==> src/rtl/atac_pkg.sv <==
`default_nettype none

package atac_pkg;

	localparam int DistW    = 14;
	localparam int TimeW    = 32;
	localparam int SecW     = 16;
	localparam int MsPerSec = 1000;
	// 65535 s * 1000 ms/s fits in 26 bits.
	localparam int SecMsW   = 26;
	localparam int AddrW    = 5;
	localparam int DataW    = 32;
	localparam int RegIdxW  = 3;

	localparam logic [DistW-1:0]  ThresholdRst     = DistW'(50);
	localparam logic [SecW-1:0]   ShortBreakRst    = SecW'(120);
	localparam logic [SecW-1:0]   WarningRst       = SecW'(300);
	localparam logic [TimeW-1:0]  WarnPeriodRst    = TimeW'(30000);
	localparam logic [TimeW-1:0]  DistractPerRst   = TimeW'(30000);
	localparam logic [TimeW-1:0]  FlashIntervalRst = TimeW'(250);

	typedef enum logic [RegIdxW-1:0] {
		REG_THRESHOLD      = 3'd0,
		REG_SHORT_BREAK    = 3'd1,
		REG_WARNING        = 3'd2,
		REG_WARN_PERIOD    = 3'd3,
		REG_DISTRACT_PER   = 3'd4,
		REG_FLASH_INTERVAL = 3'd5
	} reg_idx_t;

	typedef enum logic [1:0] {
		ST_FOCUS       = 2'd0,
		ST_SHORT_BREAK = 2'd1,
		ST_WARNING     = 2'd2,
		ST_DISTRACTED  = 2'd3
	} status_t;

	typedef enum logic [1:0] {
		BEEP_NONE   = 2'd0,
		BEEP_SHORT  = 2'd1,
		BEEP_TRIPLE = 2'd2
	} beep_t;

	typedef struct packed {
		logic [DistW-1:0]  threshold_cm;
		logic [SecMsW-1:0] short_break_ms;
		logic [SecMsW-1:0] warning_ms;
		logic [TimeW-1:0]  warn_period_ms;
		logic [TimeW-1:0]  distract_period_ms;
		logic [TimeW-1:0]  flash_interval_ms;
	} cfg_t;

	typedef struct packed {
		status_t status;
		logic    led_write;
		logic    led_red;
		logic    led_green;
		logic    led_blue;
		beep_t   beep;
	} res_t;

endpackage

`default_nettype wire

==> src/rtl/absence_timer_alert_controller.sv <==
// Absence timer alert controller. Each input beat carries one distance
// reading and a millisecond timestamp and produces exactly one result beat
// with the status, LED drive and beep request. A beat can be accepted on
// every clock while in_stall is low; the input register takes it at the
// accepting edge and the decision logic feeds the result register when
// the beat advances, which a result-side stall can hold off. Throughput
// is one beat per cycle as long as the result side does not stall.
// Thresholds in seconds are converted to milliseconds when they are
// written over the register port, so the datapath needs no divider. The
// registers should only be written while no beat is in flight.
`default_nettype none

module absence_timer_alert_controller
	import atac_pkg::*;
(
	input  wire logic             clk,
	input  wire logic             arst_n,
	input  wire logic             psel,
	input  wire logic             penable,
	input  wire logic             pwrite,
	input  wire logic [AddrW-1:0] paddr,
	input  wire logic [DataW-1:0] pwdata,
	output logic      [DataW-1:0] prdata,
	output logic                  pready,
	input  wire logic             in_valid,
	output logic                  in_stall,
	input  wire logic [DistW-1:0] distance_cm,
	input  wire logic [TimeW-1:0] now_ms,
	output logic                  out_valid,
	input  wire logic             out_stall,
	output logic      [1:0]       status,
	output logic                  led_write,
	output logic                  led_red,
	output logic                  led_green,
	output logic                  led_blue,
	output logic      [1:0]       beep
);

	cfg_t             cfg;
	res_t             res;
	res_t             res_q;
	logic             valid_s1;
	logic [DistW-1:0] dist_s1;
	logic [TimeW-1:0] now_s1;
	logic             out_valid_q;
	logic             advance;
	logic             in_take;

	atac_cfg u_cfg (
		.clk     (clk),
		.arst_n  (arst_n),
		.psel    (psel),
		.penable (penable),
		.pwrite  (pwrite),
		.paddr   (paddr),
		.pwdata  (pwdata),
		.prdata  (prdata),
		.pready  (pready),
		.cfg     (cfg)
	);

	atac_core u_core (
		.clk      (clk),
		.arst_n   (arst_n),
		.cfg      (cfg),
		.step_en  (advance),
		.distance (dist_s1),
		.now      (now_s1),
		.res      (res)
	);

	// The stage-one beat moves on whenever the result register is empty or
	// being drained, so a fresh input beat is held off only while both
	// registers are full and the result side stalls.
	assign advance  = valid_s1 && (!out_valid_q || !out_stall);
	assign in_stall = valid_s1 && !advance;
	assign in_take  = in_valid && !in_stall;

	always_ff @(posedge clk or negedge arst_n) begin
		if (!arst_n) begin
			valid_s1    <= 1'b0;
			out_valid_q <= 1'b0;
		end else begin
			if (in_take) begin
				valid_s1 <= 1'b1;
			end else if (advance) begin
				valid_s1 <= 1'b0;
			end
			if (advance) begin
				out_valid_q <= 1'b1;
			end else if (!out_stall) begin
				out_valid_q <= 1'b0;
			end
		end
	end

	always_ff @(posedge clk) begin
		if (in_take) begin
			dist_s1 <= distance_cm;
			now_s1  <= now_ms;
		end
		if (advance) begin
			res_q <= res;
		end
	end

	assign out_valid = out_valid_q;
	assign status    = res_q.status;
	assign led_write = res_q.led_write;
	assign led_red   = res_q.led_red;
	assign led_green = res_q.led_green;
	assign led_blue  = res_q.led_blue;
	assign beep      = res_q.beep;

`ifndef ASSERT_OFF
	a_stall_needs_beat: assert property (@(posedge clk) disable iff (!arst_n)
		in_stall |-> valid_s1 && out_valid_q && out_stall)
		else $error("input stalled with room in the pipeline");

	a_advance_fills_out: assert property (@(posedge clk) disable iff (!arst_n)
		advance |=> out_valid_q)
		else $error("result register empty after a beat advanced");

	a_dark_only_distracted: assert property (@(posedge clk) disable iff (!arst_n)
		out_valid_q && !res_q.led_write |-> res_q.status == ST_DISTRACTED)
		else $error("LED left undriven outside distracted status");
`endif

endmodule

`default_nettype wire

==> src/rtl/atac_cfg.sv <==
`default_nettype none

module atac_cfg
	import atac_pkg::*;
(
	input  wire logic             clk,
	input  wire logic             arst_n,
	input  wire logic             psel,
	input  wire logic             penable,
	input  wire logic             pwrite,
	input  wire logic [AddrW-1:0] paddr,
	input  wire logic [DataW-1:0] pwdata,
	output logic      [DataW-1:0] prdata,
	output logic                  pready,
	output cfg_t                  cfg
);

	logic [DistW-1:0]  threshold_q;
	logic [SecW-1:0]   short_break_q;
	logic [SecW-1:0]   warning_q;
	logic [SecMsW-1:0] short_break_ms_q;
	logic [SecMsW-1:0] warning_ms_q;
	logic [TimeW-1:0]  warn_period_q;
	logic [TimeW-1:0]  distract_period_q;
	logic [TimeW-1:0]  flash_interval_q;
	logic              wr_en;
	reg_idx_t          idx;
	logic [SecMsW-1:0] wdata_ms;

	assign pready = 1'b1;
	assign wr_en  = psel && penable && pwrite;
	assign idx    = reg_idx_t'(paddr[AddrW-1:2]);

	// Second thresholds are kept in milliseconds as well, so the datapath
	// compares elapsed milliseconds directly instead of dividing by 1000.
	assign wdata_ms = SecMsW'(pwdata[SecW-1:0]) * SecMsW'(MsPerSec);

	always_ff @(posedge clk or negedge arst_n) begin
		if (!arst_n) begin
			threshold_q       <= ThresholdRst;
			short_break_q     <= ShortBreakRst;
			warning_q         <= WarningRst;
			short_break_ms_q  <= SecMsW'(ShortBreakRst) * SecMsW'(MsPerSec);
			warning_ms_q      <= SecMsW'(WarningRst) * SecMsW'(MsPerSec);
			warn_period_q     <= WarnPeriodRst;
			distract_period_q <= DistractPerRst;
			flash_interval_q  <= FlashIntervalRst;
		end else if (wr_en) begin
			case (idx)
				REG_THRESHOLD: begin
					threshold_q <= pwdata[DistW-1:0];
				end
				REG_SHORT_BREAK: begin
					short_break_q    <= pwdata[SecW-1:0];
					short_break_ms_q <= wdata_ms;
				end
				REG_WARNING: begin
					warning_q    <= pwdata[SecW-1:0];
					warning_ms_q <= wdata_ms;
				end
				REG_WARN_PERIOD: begin
					warn_period_q <= pwdata[TimeW-1:0];
				end
				REG_DISTRACT_PER: begin
					distract_period_q <= pwdata[TimeW-1:0];
				end
				REG_FLASH_INTERVAL: begin
					flash_interval_q <= pwdata[TimeW-1:0];
				end
				default: begin
				end
			endcase
		end
	end

	always_comb begin
		case (idx)
			REG_THRESHOLD:      prdata = DataW'(threshold_q);
			REG_SHORT_BREAK:    prdata = DataW'(short_break_q);
			REG_WARNING:        prdata = DataW'(warning_q);
			REG_WARN_PERIOD:    prdata = DataW'(warn_period_q);
			REG_DISTRACT_PER:   prdata = DataW'(distract_period_q);
			REG_FLASH_INTERVAL: prdata = DataW'(flash_interval_q);
			default:            prdata = '0;
		endcase
	end

	assign cfg.threshold_cm       = threshold_q;
	assign cfg.short_break_ms     = short_break_ms_q;
	assign cfg.warning_ms         = warning_ms_q;
	assign cfg.warn_period_ms     = warn_period_q;
	assign cfg.distract_period_ms = distract_period_q;
	assign cfg.flash_interval_ms  = flash_interval_q;

endmodule

`default_nettype wire

==> src/rtl/atac_core.sv <==
`default_nettype none

module atac_core
	import atac_pkg::*;
(
	input  wire logic             clk,
	input  wire logic             arst_n,
	input  wire cfg_t             cfg,
	input  wire logic             step_en,
	input  wire logic [DistW-1:0] distance,
	input  wire logic [TimeW-1:0] now,
	output res_t                  res
);

	logic [TimeW-1:0] away_start_q;
	logic [TimeW-1:0] last_flash_q;
	logic [TimeW-1:0] last_warn_q;
	logic [TimeW-1:0] last_triple_q;
	logic             flash_level_q;
	logic             long_flag_q;

	logic [TimeW-1:0] away_ms;
	logic [TimeW-1:0] since_warn;
	logic [TimeW-1:0] since_triple;
	logic [TimeW-1:0] since_flash;
	logic             present;
	logic             in_short;
	logic             in_warning;
	logic             warn_due;
	logic             triple_due;
	logic             flash_due;

	// All differences wrap modulo 2^32 by construction.
	assign away_ms      = now - away_start_q;
	assign since_warn   = now - last_warn_q;
	assign since_triple = now - last_triple_q;
	assign since_flash  = now - last_flash_q;

	assign present    = distance < cfg.threshold_cm;
	// floor(ms / 1000) < s holds exactly when ms < s * 1000.
	assign in_short   = away_ms < TimeW'(cfg.short_break_ms);
	assign in_warning = away_ms < TimeW'(cfg.warning_ms);
	assign warn_due   = since_warn >= cfg.warn_period_ms;
	assign triple_due = since_triple >= cfg.distract_period_ms;
	assign flash_due  = since_flash >= cfg.flash_interval_ms;

	always_comb begin
		res = '{status: ST_FOCUS, led_write: 1'b0, led_red: 1'b0, led_green: 1'b0,
			led_blue: 1'b0, beep: BEEP_NONE};
		if (present) begin
			res.status    = ST_FOCUS;
			res.led_write = 1'b1;
			res.led_green = 1'b1;
			if (long_flag_q) begin
				res.beep = BEEP_SHORT;
			end
		end else if (in_short) begin
			res.status    = ST_SHORT_BREAK;
			res.led_write = 1'b1;
			res.led_green = 1'b1;
		end else if (in_warning) begin
			res.status    = ST_WARNING;
			res.led_write = 1'b1;
			res.led_blue  = 1'b1;
			if (warn_due) begin
				res.beep = BEEP_SHORT;
			end
		end else begin
			res.status = ST_DISTRACTED;
			if (triple_due) begin
				res.beep = BEEP_TRIPLE;
			end
			// The red LED shows the level after the toggle.
			if (flash_due) begin
				res.led_write = 1'b1;
				res.led_red   = !flash_level_q;
			end
		end
	end

	always_ff @(posedge clk or negedge arst_n) begin
		if (!arst_n) begin
			away_start_q  <= '0;
			last_flash_q  <= '0;
			last_warn_q   <= '0;
			last_triple_q <= '0;
			flash_level_q <= 1'b0;
			long_flag_q   <= 1'b0;
		end else if (step_en) begin
			if (present) begin
				away_start_q <= now;
				long_flag_q  <= 1'b0;
			end else if (in_short) begin
			end else if (in_warning) begin
				if (warn_due) begin
					last_warn_q <= now;
				end
			end else begin
				long_flag_q <= 1'b1;
				if (triple_due) begin
					last_triple_q <= now;
				end
				if (flash_due) begin
					last_flash_q  <= now;
					flash_level_q <= !flash_level_q;
				end
			end
		end
	end

`ifndef ASSERT_OFF
	a_focus_clears_flag: assert property (@(posedge clk) disable iff (!arst_n)
		step_en && res.status == ST_FOCUS |=> !long_flag_q)
		else $error("long absence flag survived a focus beat");

	a_distracted_sets_flag: assert property (@(posedge clk) disable iff (!arst_n)
		step_en && res.status == ST_DISTRACTED |=> long_flag_q)
		else $error("long absence flag not set after distracted beat");

	a_triple_only_distracted: assert property (@(posedge clk) disable iff (!arst_n)
		res.beep == BEEP_TRIPLE |-> res.status == ST_DISTRACTED)
		else $error("triple beep outside distracted status");

	a_flash_toggles: assert property (@(posedge clk) disable iff (!arst_n)
		step_en && res.status == ST_DISTRACTED && res.led_write |=>
		flash_level_q != $past(flash_level_q))
		else $error("red LED written without flash level toggle");
`endif

endmodule

`default_nettype wire

==> config.mk <==
export PLATFORM = sky130hd
export DESIGN_NAME = absence_timer_alert_controller
export DESIGN_NICKNAME = d
export VERILOG_FILES = /design/src/rtl/atac_pkg.sv /design/src/rtl/absence_timer_alert_controller.sv /design/src/rtl/atac_cfg.sv /design/src/rtl/atac_core.sv
export SDC_FILE = /design/constraint.sdc
export NUM_CORES = 1
export LEC_CHECK = 0
export ABC_AREA = 1
export CORE_UTILIZATION = 40
export DETAILED_ROUTE_END_ITERATION = 6
export DONT_BUFFER_PORTS = 1
export GPL_TIMING_DRIVEN = 0
export PLACE_DENSITY = 0.58
export SYNTH_ARGS = -nofsm -noshare
export SYNTH_HDL_FRONTEND = slang
export SYNTH_SLANG_ARGS = --single-unit
==> constraint.sdc <==
create_clock -name clk -period 12.89 [get_ports clk]
set_input_delay 0.6445 -clock clk [delete_from_list [all_inputs] [get_ports clk]]
set_output_delay 0.6445 -clock clk [all_outputs]
set_load 0.02 [all_outputs]
==> Flow_metrics.wiki <==
{| class="wikitable"
! Metric !! Value
|-
| Final setup margin || 6.60 ns
|-
| Post-Route WL || 84.5 mm
|-
| Endpoint of the worst setup timing path || u_core.last_warn_q[29]
|-
| Num Clock Sinks || 370
|-
| Internal cell power || 0.00361 W
|-
| Unrepaired setup endpoints after global routing || no
|-
| Max-cap check violation count || 0
|-
| Detail Placement HPWL || 67.6 mm
|-
| Final weighted congestion of routability-driven global placement || 0.934
|-
| Final net count || 4063
|-
| Number of core rows || 96
|-
| Signed area change from the synthesized netlist to the final layout || 9.93%
|-
| Deepest clock path buffer count || 3
|-
| Sum of negative setup slack || 0 ns
|-
| Hold WS || -0.0462 ns
|-
| Via count of the first global-routing pass || 23053
|-
| Area fraction of the dominant cell type after synthesis || 24.1%
|-
| Number of warnings printed during yosys synthesis || 0
|-
| Minimum period implied by the final worst setup slack || 6.29 ns
|-
| Most area-hungry cell type in the Yosys netlist || dfrtp_1
|-
| Type of the worst min-delay path || in2async
|-
| Top cells by area in the synthesized netlist || dfrtp_1 (24%), ha_1 (15%), nand2_1 (11%)
|-
| Total global routing overflow || 0
|-
| Count of routing violations after the opening detailed-route iteration || 1491
|-
| Category of the critical setup timing path || reg2reg
|-
| Antenna Violating Nets Remaining || 0
|-
| Switching fraction of total power || 45.7%
|-
| Power share of the combinational group || 55.2%
|-
| Maximum fanout along the worst path || 10
|-
| Net Switching || 0.00304 W
|-
| Horizontal extent of the die || 267 um
|-
| Floorplan die area || 0.0712 mm^2
|-
| Worst-case reg-to-reg path depth || 27
|-
| Core ar. || 0.0689 mm^2
|-
| Async set or reset register ratio after synthesis || 85.4%
|-
| Htree depth || 2
|-
| Worst slew margin relative to its limit || 22.5%
|-
| Flop pwr share || 25.3%
|-
| Final Hold Viols || 20
|-
| Finished Core Util || 44.7%
|-
| Static Leak || 15.2 nW
|-
| Result of the run || complete, but fails checks
|-
| Arrival time worst endpoint || 6.75 ns
|-
| Final clock period utilization by the worst path || 48.8%
|-
| Overall Global Routing Usage || 24.1%
|-
| Count of buffers from port buffering || 0
|-
| Capturing element type of the critical path || register
|-
| Source of the worst register-to-register timing path || now_s1[0]
|-
| P per Cell Area || 216 mW/mm^2
|-
| Wire length of the first global-routing pass || 131 mm
|-
| Worst r2r dst || u_core.last_warn_q[29]
|-
| Number of I/O pins || 133
|-
| Synthesized Nets || 4011
|-
| Buffer cell driving the clock tree root || clkbuf_16
|-
| Number of search-and-repair iterations in the first detailed-routing pass || 5
|-
| Critical path origin || now_s1[0]
|-
| CTS clock-pin slew for the worst setup and hold paths || 0.06 ns
|-
| Count of cell types in the netlist || 56
|-
| Average cell area after synthesis || 7.93 um^2
|-
| Detail-routed net length per standard cell || 18.6 um
|-
| Total cell area at the placement stage || 0.0293 mm^2
|-
| Endpoints failing setup || 0
|-
| Post-detailed-route DRC marker count || 0
|-
| Failing checks || negative hold slack
|-
| Antenna diodes || 0
|-
| TritonCTS Buffers || 44
|-
| Post-synthesis sequential element count || 370
|-
| Critical path data required time || 13.35 ns
|-
| Slew @ Worst Pin || 1.15 ns
|-
| Effective utilization at floorplan || 40.7%
|-
| Clk pwr share || 19.4%
|-
| Pre-CTS WS || 6.62 ns
|-
| Worst clock skew || 0.0167 ns
|-
| Most instantiated flip-flop cell in the synthesis netlist || dfrtp_1
|-
| Total of cells resized after clock tree synthesis || 0
|-
| Fraction of layout cells with a size suffix above 1 || 6.24%
|-
| Top library cells by usage in the layout, fill and taps aside || nand2_1 (837), inv_1 (619), ha_1 (329), o21ai_0 (273), dfrtp_1 (270)
|-
| Via density || 5.14
|-
| Maximum frequency from static timing analysis || 159 MHz
|-
| Fraction of the yosys area taken by sequential cells || 34.2%
|-
| Number of pins with negative max-slew slack in the final report || 0
|-
| TritonCTS clock tree || built
|-
| Startpoint types || register
|-
| Latest clock arrival within the worst-skew pair || 0.58 ns
|-
| Pin count of the biggest net entering global routing || 271
|-
| Synth Instances || 3535
|-
| Initial antenna violation count || 0
|-
| EDFF count, synth || 54
|-
| Netlist Area Pre-Place || 0.0280 mm^2
|-
| DR vias || 23417
|-
| Commonest non-fill, non-tap cell in the layout || nand2_1
|-
| Finished Cell Area || 0.0308 mm^2
|-
| Highest ir drop seen on vdd || 0.139 mV
|-
| Worst reg-to-reg setup slack || 6.60 ns
|-
| Vertical extent of the die || 267 um
|}
## sequential cells by signal, indices dropped and copies added, names as in the netlist, 2 cells and up
register                 flops
beep                         2
dist_s1                     14
now_s1                      32
status                       2
u_cfg.distract_period_q     32
u_cfg.flash_interval_q      32
u_cfg.short_break_ms_q      21
u_cfg.short_break_q         16
u_cfg.threshold_q           14
u_cfg.warn_period_q         32
u_cfg.warning_ms_q          21
u_cfg.warning_q             16
u_core.away_start_q         32
u_core.last_flash_q         32
u_core.last_triple_q        32
u_core.last_warn_q          32
## power groups by stage
stage	logic, W	clock network, W	registers [W]
2_1_floorplan	0.00276	0	0.00165
3_3_place_gp	0.00360	0	0.00169
3_5_place_dp	0.00364	0	0.00170
4_1_cts	0.00369	0.00132	0.00168
5_1_grt	0.00422	0.00136	0.00172
6_report	0.00367	0.00129	0.00168
## stage by stage
step,total power [W],instances
after global placement,0.00529,4466
final,0.00665,4554
after global routing,0.00730,4554
after detailed placement,0.00534,4469
after floorplan,0.00441,3535
after CTS,0.00669,4553
## worst max-delay path, stage by stage, from the launching register on
cell and delay (ns):
edfxtp_1 0.45, inv_2 0.23, ha_1 0.19, inv_1 0.06
fa_1 0.43, a21oi_1 0.25, o21ai_0 0.24, a21boi_0 0.51
inv_1 0.08, nand2_1 0.07, nand2_1 0.07, a21boi_0 0.35
o21ai_0 0.25, nand2_1 0.13, nand2_1 0.05, nand2_1 0.06
nand2_1 0.06, ha_1 0.28, nand2_1 0.06, nor4_1 0.55
nor4b_1 0.69, nand4_1 0.18, nand3_1 0.17, nand2_1 0.06
nand3b_4 0.28, buf_6 0.24, nand2_1 0.07, o21ai_2 0.05
## how the worst min path moves through the flow
stage	from	end	slack, ns	depth (start not counted)
finish	arst_n	u_cfg.short_break_ms_q[21]	-0.05	1
global route	arst_n	u_cfg.short_break_ms_q[24]	0.02	1
CTS	now_ms[14]	now_s1[14]	0.12	0
detailed placement	arst_n	u_cfg.short_break_ms_q[25]	0.39	0
global placement	arst_n	u_cfg.short_break_ms_q[25]	0.39	0
floorplan	arst_n	out_valid	0.35	0
## cells by family (layout without fill, tap and decap cells)
kind of cell             count (synthesis)  in the layout  synth area share [%]
buffers and inverters                  716            804                  10.0
AND/OR/NAND/NOR                       1208           1208                  18.1
adder cells (fa/ha/maj)                386            386                  18.7
flip-flops                             370            370                  34.2
other                                    1              1                0.0134
XOR/XNOR                               130            130                  4.06
AO/OA/AOI/OAI                          724            724                  14.9
## cell usage after synthesis, types with 12 or more instances
cell type,instances
o21ai_0,273
o221ai_1,25
ha_1,329
a21oi_1,240
nand4_1,80
nor2_1,136
dfrtp_1,270
xnor2_1,46
edfxtp_1,54
nand3_1,70
nand2_1,837
fa_1,57
o211ai_1,19
buf_2,12
buf_6,12
a31oi_1,31
xor2_1,84
dfstp_2,46
clkbuf_1,57
a21o_1,16
a21boi_0,14
o22ai_1,15
o21ai_2,32
inv_1,620
nor3_1,33
## layer usage
metal / GRT usage, % / part of all wire (%) / vias up
met5: 0 / 0 / -
met2: 40.5 / 47 / 481
met4: 7.50 / 3.2 / 0
li1: - / - / 11703
met3: 3.25 / 4.5 / 132
met1: 32.0 / 45 / 11101
## final cells by class
cell class                      count  area (um^2)
Clock inverter                     17          204
Timing Repair Buffer                6          123
Multi-Input combinational cell   2449        15700
Buffer                             87          443
Tap cell                          931         1160
Fill cell                        7063        38100
Sequential cell                   370         9590
Inverter                          629         2360
Clock buffer                       65         1290
## repair_timing
item                                   in CTS  in global routing
buffers inserted                            0                  0
endpoints found under the hold margin     270                  0
hold buffers                                2                  0
Power figures use the tool's default switching activity.
